File: src/rtl/core/cpaw_pkg.sv
// ----------------------------------------------------------------------------
// cpaw_pkg
// Shared types and constants of the constant-pad address walker.
// ----------------------------------------------------------------------------
package cpaw_pkg;

    localparam int REG_W       = 64;
    localparam int COUNT_W     = 64;
    localparam int CFG_INDEX_W = 2;

    typedef enum logic [CFG_INDEX_W-1:0] {
        CFG_DEST_SIZES = 2'd0,
        CFG_PAD_BEFORE = 2'd1,
        CFG_PAD_AFTER  = 2'd2,
        CFG_PAD_WORD   = 2'd3
    } cfg_reg_e;

    // Per-element classification from the coordinate odometer.
    typedef struct packed {
        logic is_padding;
        logic last;
        logic bad;
    } walk_flags_t;

endpackage

File: src/rtl/core/cpaw_odometer.sv
// ----------------------------------------------------------------------------
// cpaw_odometer
// Per-dimension coordinate counters with pad classification and carry chain.
// ----------------------------------------------------------------------------
module cpaw_odometer
    import cpaw_pkg::*;
#(
    parameter int DIM_COUNT = 4,
    parameter int DIM_BITS  = 16
)
(
    input  logic             clk,
    input  logic             rst_n,
    input  logic             advance,
    input  logic             restart,
    input  logic [REG_W-1:0] dest_sizes,
    input  logic [REG_W-1:0] pad_before,
    input  logic [REG_W-1:0] pad_after,
    output walk_flags_t      flags
);

    logic [DIM_BITS-1:0]  coord_reg  [DIM_COUNT];
    logic [DIM_BITS-1:0]  coord_next [DIM_COUNT];
    logic [DIM_COUNT-1:0] dim_pad;
    logic [DIM_COUNT-1:0] dim_bad;
    logic [DIM_COUNT-1:0] wraps;
    logic [DIM_COUNT:0]   carry;

    // Dimension DIM_COUNT-1 is the innermost and always counts.
    assign carry[DIM_COUNT] = 1'b1;

    genvar g;
    generate
        for (g = 0; g < DIM_COUNT; g++)
        begin : g_dim
            localparam int SHIFT = (DIM_COUNT - 1 - g) * DIM_BITS;

            logic [DIM_BITS-1:0] ext;
            logic [DIM_BITS-1:0] bef;
            logic [DIM_BITS-1:0] aft;
            logic [DIM_BITS-1:0] c;
            logic [DIM_BITS:0]   c_inc;

            assign ext   = dest_sizes[SHIFT +: DIM_BITS];
            assign bef   = pad_before[SHIFT +: DIM_BITS];
            assign aft   = pad_after[SHIFT +: DIM_BITS];
            assign c     = restart ? '0 : coord_reg[g];
            assign c_inc = {1'b0, c} + {{DIM_BITS{1'b0}}, 1'b1};

            assign wraps[g]   = c_inc >= {1'b0, ext};
            assign dim_pad[g] = (c < bef) || (({1'b0, c} + {1'b0, aft}) >= {1'b0, ext});
            assign dim_bad[g] = ({1'b0, bef} + {1'b0, aft}) > {1'b0, ext};
            assign carry[g]   = carry[g+1] & wraps[g];

            always_comb
            begin
                if (!carry[g+1])
                begin
                    coord_next[g] = c;
                end
                else if (wraps[g])
                begin
                    coord_next[g] = '0;
                end
                else
                begin
                    coord_next[g] = c_inc[DIM_BITS-1:0];
                end
            end

            always_ff @(posedge clk or negedge rst_n)
            begin
                if (!rst_n)
                begin
                    coord_reg[g] <= '0;
                end
                else if (advance)
                begin
                    coord_reg[g] <= coord_next[g];
                end
            end
        end
    endgenerate

    // The last element has every coordinate at its final value, so the
    // carry chain also returns all counters to zero after it.
    assign flags.is_padding = |dim_pad;
    assign flags.last       = &wraps;
    assign flags.bad        = |dim_bad;

endmodule

File: src/rtl/core/nd_constant_pad_address_walker.sv
// ----------------------------------------------------------------------------
// nd_constant_pad_address_walker
// Walks a padded N-dimensional tensor and emits one address beat per element.
// ----------------------------------------------------------------------------
// Each accepted input beat produces exactly one registered result beat, and
// a new beat is taken in every cycle while the result register is empty or
// being drained, so the sustained rate is one element per cycle. That figure
// is set by the odometer carry chain with its per-dimension compares and the
// 64-bit offset increments, all of which are combinational between the
// coordinate counters and the result register. Configuration registers are
// written through cfg_write/cfg_index/cfg_data and take effect on the next
// accepted beat; the coordinate and offset counters are kept.
module nd_constant_pad_address_walker
    import cpaw_pkg::*;
#(
    parameter int DIM_COUNT = 4,
    parameter int DIM_BITS  = 16
)
(
    input  logic                   clk,
    input  logic                   rst_n,

    input  logic                   cfg_write,
    input  logic [CFG_INDEX_W-1:0] cfg_index,
    input  logic [REG_W-1:0]       cfg_data,

    input  logic                   in_valid,
    output logic                   in_ready,
    input  logic                   restart,

    output logic                   out_valid,
    input  logic                   out_ready,
    output logic                   is_padding,
    output logic [REG_W-1:0]       fill_word,
    output logic [COUNT_W-1:0]     source_offset,
    output logic [COUNT_W-1:0]     dest_offset,
    output logic                   last_of_walk,
    output logic                   bad_config
);

    logic [REG_W-1:0]   dest_sizes_reg;
    logic [REG_W-1:0]   pad_before_reg;
    logic [REG_W-1:0]   pad_after_reg;
    logic [REG_W-1:0]   pad_word_reg;

    logic [COUNT_W-1:0] dest_count_reg;
    logic [COUNT_W-1:0] dest_count_next;
    logic [COUNT_W-1:0] source_count_reg;
    logic [COUNT_W-1:0] source_count_next;
    logic [COUNT_W-1:0] dest_base;
    logic [COUNT_W-1:0] source_base;

    logic               out_valid_reg;
    logic               is_padding_reg;
    logic [REG_W-1:0]   fill_word_reg;
    logic [COUNT_W-1:0] source_offset_reg;
    logic [COUNT_W-1:0] dest_offset_reg;
    logic               last_reg;
    logic               bad_reg;

    logic               in_fire;
    walk_flags_t        flags;

    assign in_ready = !out_valid_reg || out_ready;
    assign in_fire  = in_valid && in_ready;

    // Configuration registers.
    always_ff @(posedge clk or negedge rst_n)
    begin
        if (!rst_n)
        begin
            dest_sizes_reg <= '0;
            pad_before_reg <= '0;
            pad_after_reg  <= '0;
            pad_word_reg   <= '0;
        end
        else if (cfg_write)
        begin
            case (cfg_index)
                CFG_DEST_SIZES: dest_sizes_reg <= cfg_data;
                CFG_PAD_BEFORE: pad_before_reg <= cfg_data;
                CFG_PAD_AFTER:  pad_after_reg  <= cfg_data;
                CFG_PAD_WORD:   pad_word_reg   <= cfg_data;
                default:        ;
            endcase
        end
    end

    cpaw_odometer #(
        .DIM_COUNT (DIM_COUNT),
        .DIM_BITS  (DIM_BITS)
    ) u_odometer (
        .clk        (clk),
        .rst_n      (rst_n),
        .advance    (in_fire),
        .restart    (restart),
        .dest_sizes (dest_sizes_reg),
        .pad_before (pad_before_reg),
        .pad_after  (pad_after_reg),
        .flags      (flags)
    );

    // Valid elements appear in source row-major order, so the source offset
    // is simply the number of non-padding elements already emitted.
    assign dest_base   = restart ? '0 : dest_count_reg;
    assign source_base = restart ? '0 : source_count_reg;

    always_comb
    begin
        if (flags.last)
        begin
            dest_count_next   = '0;
            source_count_next = '0;
        end
        else
        begin
            dest_count_next   = dest_base + COUNT_W'(1);
            source_count_next = source_base + COUNT_W'(!flags.is_padding);
        end
    end

    always_ff @(posedge clk or negedge rst_n)
    begin
        if (!rst_n)
        begin
            dest_count_reg   <= '0;
            source_count_reg <= '0;
            out_valid_reg    <= 1'b0;
        end
        else
        begin
            if (in_fire)
            begin
                dest_count_reg   <= dest_count_next;
                source_count_reg <= source_count_next;
            end
            if (in_fire)
            begin
                out_valid_reg <= 1'b1;
            end
            else if (out_ready)
            begin
                out_valid_reg <= 1'b0;
            end
        end
    end

    // Result register payload.
    always_ff @(posedge clk)
    begin
        if (in_fire)
        begin
            is_padding_reg    <= flags.is_padding;
            fill_word_reg     <= flags.is_padding ? pad_word_reg : '0;
            source_offset_reg <= flags.is_padding ? '0 : source_base;
            dest_offset_reg   <= dest_base;
            last_reg          <= flags.last;
            bad_reg           <= flags.bad;
        end
    end

    assign out_valid     = out_valid_reg;
    assign is_padding    = is_padding_reg;
    assign fill_word     = fill_word_reg;
    assign source_offset = source_offset_reg;
    assign dest_offset   = dest_offset_reg;
    assign last_of_walk  = last_reg;
    assign bad_config    = bad_reg;

    a_restart_starts_at_zero: assert property (
        @(posedge clk) disable iff (!rst_n)
        in_fire && restart |=> out_valid_reg && (dest_offset_reg == '0)
            && (source_offset_reg == '0)
    ) else $error("restart beat did not produce element zero");

    a_padding_has_no_source: assert property (
        @(posedge clk) disable iff (!rst_n)
        out_valid_reg && is_padding_reg |-> source_offset_reg == '0
    ) else $error("padding element carries a source offset");

    a_data_has_no_fill: assert property (
        @(posedge clk) disable iff (!rst_n)
        out_valid_reg && !is_padding_reg |-> fill_word_reg == '0
    ) else $error("non-padding element carries a fill word");

    a_last_wraps_counts: assert property (
        @(posedge clk) disable iff (!rst_n)
        in_fire && flags.last |=> (dest_count_reg == '0) && (source_count_reg == '0)
    ) else $error("walk did not wrap after its last element");

endmodule
File: config.mk
export PLATFORM = sky130hd
export DESIGN_NAME = nd_constant_pad_address_walker
export DESIGN_NICKNAME = d
export VERILOG_FILES = /design/src/rtl/core/cpaw_pkg.sv /design/src/rtl/core/cpaw_odometer.sv /design/src/rtl/core/nd_constant_pad_address_walker.sv
export SDC_FILE = /design/constraint.sdc
export NUM_CORES = 2
export LEC_CHECK = 0
export BUFFER_PORTS_ARGS = -buffer_cell sky130_fd_sc_hd__buf_2
export CAP_MARGIN = 30
export CORE_MARGIN = 2
export CORE_UTILIZATION = 50
export DETAILED_ROUTE_END_ITERATION = 12
export PLACE_DENSITY = 0.68
export REMOVE_ABC_BUFFERS = 1
export SLEW_MARGIN = 20
export SYNTH_ARGS = -nofsm -noshare
export SYNTH_HDL_FRONTEND = slang
export SYNTH_SLANG_ARGS = --single-unit
File: constraint.sdc
create_clock -name clk -period 10.5 [get_ports clk]
set_clock_uncertainty 0.05 [all_clocks]
set_input_delay 1.05 -clock clk [delete_from_list [all_inputs] [get_ports clk]]
set_output_delay 1.05 -clock clk [all_outputs]
set_load 0.03 [all_outputs]
Word level (Yosys, flattened, before mapping):

Index checks and enable logic that the tools add are counted.

* reduce and logical (&&, ||, !) cells: 17
* $lt $le $gt $ge: 16
* add/sub/neg operators: 14
* multiplexer cells: 17
* eq/ne operators: 3
* bitwise operators: 2

Operators with widths (count)
* two-way mux 64 bit: 4
* two-way mux 16 bit: 11
* adder 16 x 16 -> 17 bit: 8
* >= comparator 17 x 16 -> 1 bit: 8
* adder 16 x 1 -> 17 bit, second input constant: 4
* > comparator 17 x 16 -> 1 bit: 4
* adder 64 x 1 -> 64 bit: 1
* adder 64 x 1 -> 64 bit, second input constant: 1
* < comparator 16 bit: 4
* AND reduction 2 bit: 4
* OR reduction 4 bit: 2
* logical OR 1 bit: 5
* equality test 2 bit, second input constant: 2
* AND reduction 4 bit: 1
* AND 1 bit: 2
* equality test 2 x 1 -> 1 bit, second input constant: 1
* logical NOT 1 bit: 2
* logical NOT 2 bit: 1
* two-way mux 1 bit: 2
* nonzero test 2 bit: 1
* logical AND 1 bit: 1

* output and inout port bits: 197
* input bits: 72
* register bits: 644
* word-level logic and storage cells: 86

Logic depth before layout (Yosys ltp):

* depth in word-level cells: 8
* mapped depth: 48
* mapped depth without buffers: 35

By module:

A second synthesis with hierarchy kept.

* cell total of the unflattened synthesis: 3934
* area total of the unflattened synthesis: 40096.0 um^2

By module, submodules not included
* nd_constant_pad_address_walker: sequential area each 15489.9 um^2, cells each 1941, instances 1, area an instance 24589.8 um^2
* cpaw_odometer: sequential area each 1601.5 um^2, cells each 1993, instances 1, area an instance 15506.1 um^2

Worst setup path after synthesis:

No wires, ideal clock.

* kind: input-to-reg
* start point: input restart
* end point: register source_count_reg[58]
* buffers on the path: 13
* cell stages on the path: 47
* slack: 0.169 ns
* data required time: 10.327 ns
* setup time: 0.123 ns
* data arrival time: 10.159 ns
* cell sequence: buf_6 > buf_6 > buf_2 > buf_2 > buf_2 > buf_2 > buf_2 > clkbuf_1 > clkbuf_1 > buf_2 > clkbuf_1 > nor2b_1 > ha_1 > a21o_1 > maj3_1 > maj3_1 > a21o_1 > o2111ai_1 > [... 11 more ...] > o221ai_1 > a211oi_1 > nand4_1 > or4b_4 > buf_4 > buf_6 > inv_1 > ha_1 > ha_1 > nand3_1 > or2_2 > nor3_2 > nand2_1 > nor4_1 > nand3_1 > nor2_1 > mux2i_1 > o21ai_1

RTL lines
* from (decl): RTL line nd_constant_pad_address_walker.sv:29 `input logic restart,`
* to (signal assigned): RTL line nd_constant_pad_address_walker.sv:135 `source_count_reg <= source_count_next;`
* to (decl): RTL line nd_constant_pad_address_walker.sv:48 `logic [COUNT_W-1:0] source_count_reg;`

Worst setup path in the final report:

* start point: input restart
* end point: register source_count_reg[63]

* longest elaborated chain between the ends: 8
* elaborated cells between the ends (all ways): 34
* classes of those cells: add/sub (9); order compare (12); mux (6); reduce/logical (7)

Ends and longest elaborated chain
* two-way mux 16 bit: RTL line cpaw_odometer.sv:47 `assign c = restart ? '0 : coord_reg[g];`
* adder 16 x 16 -> 17 bit: RTL line cpaw_odometer.sv:51 `assign dim_pad[g] = (c < bef) || (({1'b0, c} + {1'b0, aft}) >= {1'b0, ext});`
* >= comparator 17 x 16 -> 1 bit: RTL line cpaw_odometer.sv:51
* logical OR 1 bit: RTL line cpaw_odometer.sv:51
* OR reduction 4 bit: RTL line cpaw_odometer.sv:87 `assign flags.is_padding = |dim_pad;`
* logical NOT 1 bit: RTL line nd_constant_pad_address_walker.sv:118 `source_count_next = source_base + COUNT_W'(!flags.is_padding);`
* adder 64 x 1 -> 64 bit: RTL line nd_constant_pad_address_walker.sv:118
* two-way mux 64 bit (*): RTL line nd_constant_pad_address_walker.sv:110 `if (flags.last)`

Mark *: on every way between the ends. The rest lies on a longest branch, timed or not.
A chain may end at the register's enable or synchronous reset.

==> impl_metrics.toml <==
[status]
outcome = "completed"

[timing]
timing.fmax_mhz = 111.0
worst_pin_slew_ps = 1085
drv_slew = 0
period_minus_slack_ps = 9009
rsz0062_at_grt = "false"
relSlewSlack_pct = 27.69
setup_viol = 0
timing.final.crit_share_pct = 85.80
hold_viol_final = 0
setup_slack_ps = 1491

[synth]
synth-edff-count = 195
yosys_warnings = 0
synthFlopType = "dfrtp_1"
yosys.area.top_type = "dfrtp_1"
ys_ff_latch = 644
yosys.area.top_type_share_pct = 28.34
synthCells = 3981
synth_cell_types = 84
ys_seq_area_share_pct = 43.11
synth_area_sq_um = 39650
synthArstFlopShare_pct = 69.72
synthTopCellsByArea = "dfrtp_1 28%, edfxtp_1 15%, ha_1 11%"
syn_avg_cell_area_sq_um = 9.959

[cts]
clock_latency_ps = 640
cts-root-buf = "clkbuf_16"
clk_pin_slew_ps = 60
cts_tree = "yes"
numCtsBuffers = 74
cts.path.max_buffers = 3
htreeDepth = 3
postCtsSetupBuffers = 0
ctsHoldBuffers = 0
post_cts_resized = 0
clock-sinks = 644

[power_and_ir_drop]
power.density_nw_per_um2 = 177.3
irDropWorstVdd_uv = 128.0
p_total_mw = 7.885
p_leak_nw = 19.52

[worst_setup_path]
worstPathArrival_ps = 9510
r2r_slack_ps = 1930
rr_endpoint = "source_count_reg[63]"
worstPathRequired_ps = 11000
worstSetupStartpointType = "primary input"
reg2reg_from = "u_odometer.coord_reg[17]"
cp_slowest_cell = "or4b_4"
slowest_delay_ps = 580
crit_type = "primary input to flop"
reg2reg_depth = 34
path_max_fanout = 62
cp-end-kind = "flop"

[cells_and_area]
fin_area_sq_um = 44460
area_growth_pct = 12.15
diodes = 0
layout_commonest_cell = "dfrtp_1"
drive_gt1_share_pct = 15.63
finalNonFillerCells = 5299
final_nets = 4624
final_cell_mix = "449 x dfrtp_1, 366 x nand2_1, 355 x ha_1"
fin_util_pct = 56.47

[detailed_routing]
drtAntennaViolNets = 0
via_count = 30930
routed_via_density = 5.837
post_drt_wl_per_cell_um = 19.25
drt_iter0_drc = 2477
drcViolationCount = 0
firstDrtPassIters = 5
drt_wl_total_um = 102000

[grt]
antenna_found_initial = 3
grt_pass1_vias = 29500
grt_max_degree = 150
grt_pass1_wl_um = 162800
track_usage_pct = 24.78
overflow = 0

[placement]
place_ws_ps = 958.3
place_hpwl_um = 72850
dp_cells = 5161
globalplace.congestion = 0.9345
placed_cell_area_sq_um = 41930
place.port_buffers = 268

[floorplanning]
die_w_um = 285.6
pin_count = 269
core_sq_um = 78740
rows = 103
die-area_sq_um = 81560
start_util_pct = 50.35
chipHeight_um = 285.6

[worst_hold_path]
hold_class = "primary input to async pin"

[job]
max-cap-violations = 0
==> worst max-delay path, delay by kind of cell <==
family | cells | cell delay, ps
and+or+nand+nor | 14 | 3880
AOI/OAI and AO/OA | 13 | 2490
adders and majority gates | 5 | 1500
buffers and inverters | 2 | 360
xor gates and xnor gates | 1 | 160
==> metal layers <==
layer | track usage [%] | wire length, um | vias to the layer above
li1 | - | - | 14900
met1 | 35.15 | 46810 | 15050
met2 | 39.47 | 46770 | 846
met3 | 3.804 | 6113 | 136
met4 | 7.068 | 2312 | 2
met5 | 0 | 13 | -
==> cell usage after synthesis (all sizes together), types with 8 or more instances <==
master   count
dfrtp      449
nand2      367
ha         355
o21ai      341
a21oi      225
mux2       197
edfxtp     195
inv        184
nor2       166
nor2b      165
nand3      128
clkbuf     125
xnor2      120
a21o        86
nand4       77
and2        75
nor3b       63
o31ai       63
nor3        59
xor2        54
buf         48
and3        41
nor4        28
a22o        25
nand2b      25
a31oi       23
mux2i       23
nand3b      18
o21a        18
o21bai      18
o41ai       15
maj3        14
o22ai       14
and4        13
a211oi      12
o2111ai     12
o211ai      12
or2         12
or3         12
o221ai       9
fa           8
==> area by class of cell <==
class / count / area, sq um
tap: 1050 / 1314
clock inverter: 34 / 369.1
timing repair buffer: 305 / 1743
multi-input combinational: 2979 / 21130
fill: 6940 / 34280
inverter: 185 / 701.9
sequential: 644 / 17090
clock buffer: 102 / 2118
==> report_power, final <==
group          switching, mW  internal [mW]
combinational           1.27          0.950
sequential             0.198           2.84
clock                   1.09           1.53
==> through the flow <==
stage	hold slack [ps]	TNS, ps
after floorplan	380.9	-425130
after global placement	392.9	0
after detailed placement	408.5	0
after CTS	419.6	0
after global routing	451.3	0
final	389.1	0
==> logic make-up after synthesis <==
logic type      Yosys count  share of synthesized area (%)
compound gates          939                          14.54
xor+xnor                174                          3.844
fa+ha+maj               377                          11.96
buf+inv                 358                          3.699
flops                   644                          43.11
mux                     220                          6.176
simple gates           1269                          16.67
==> worst max-delay path by stage <==
stage / slack (ps) / endpoint / startpoint
after floorplan: -2640 / dest_count_reg[51] / out_ready
after global placement: 1210 / source_count_reg[63] / restart
after detailed placement: 960 / source_count_reg[63] / restart
after CTS: 1610 / source_count_reg[63] / restart
after global routing: 660 / source_count_reg[63] / restart
final: 1490 / source_count_reg[63] / restart
Power figures use the tool's default switching activity.
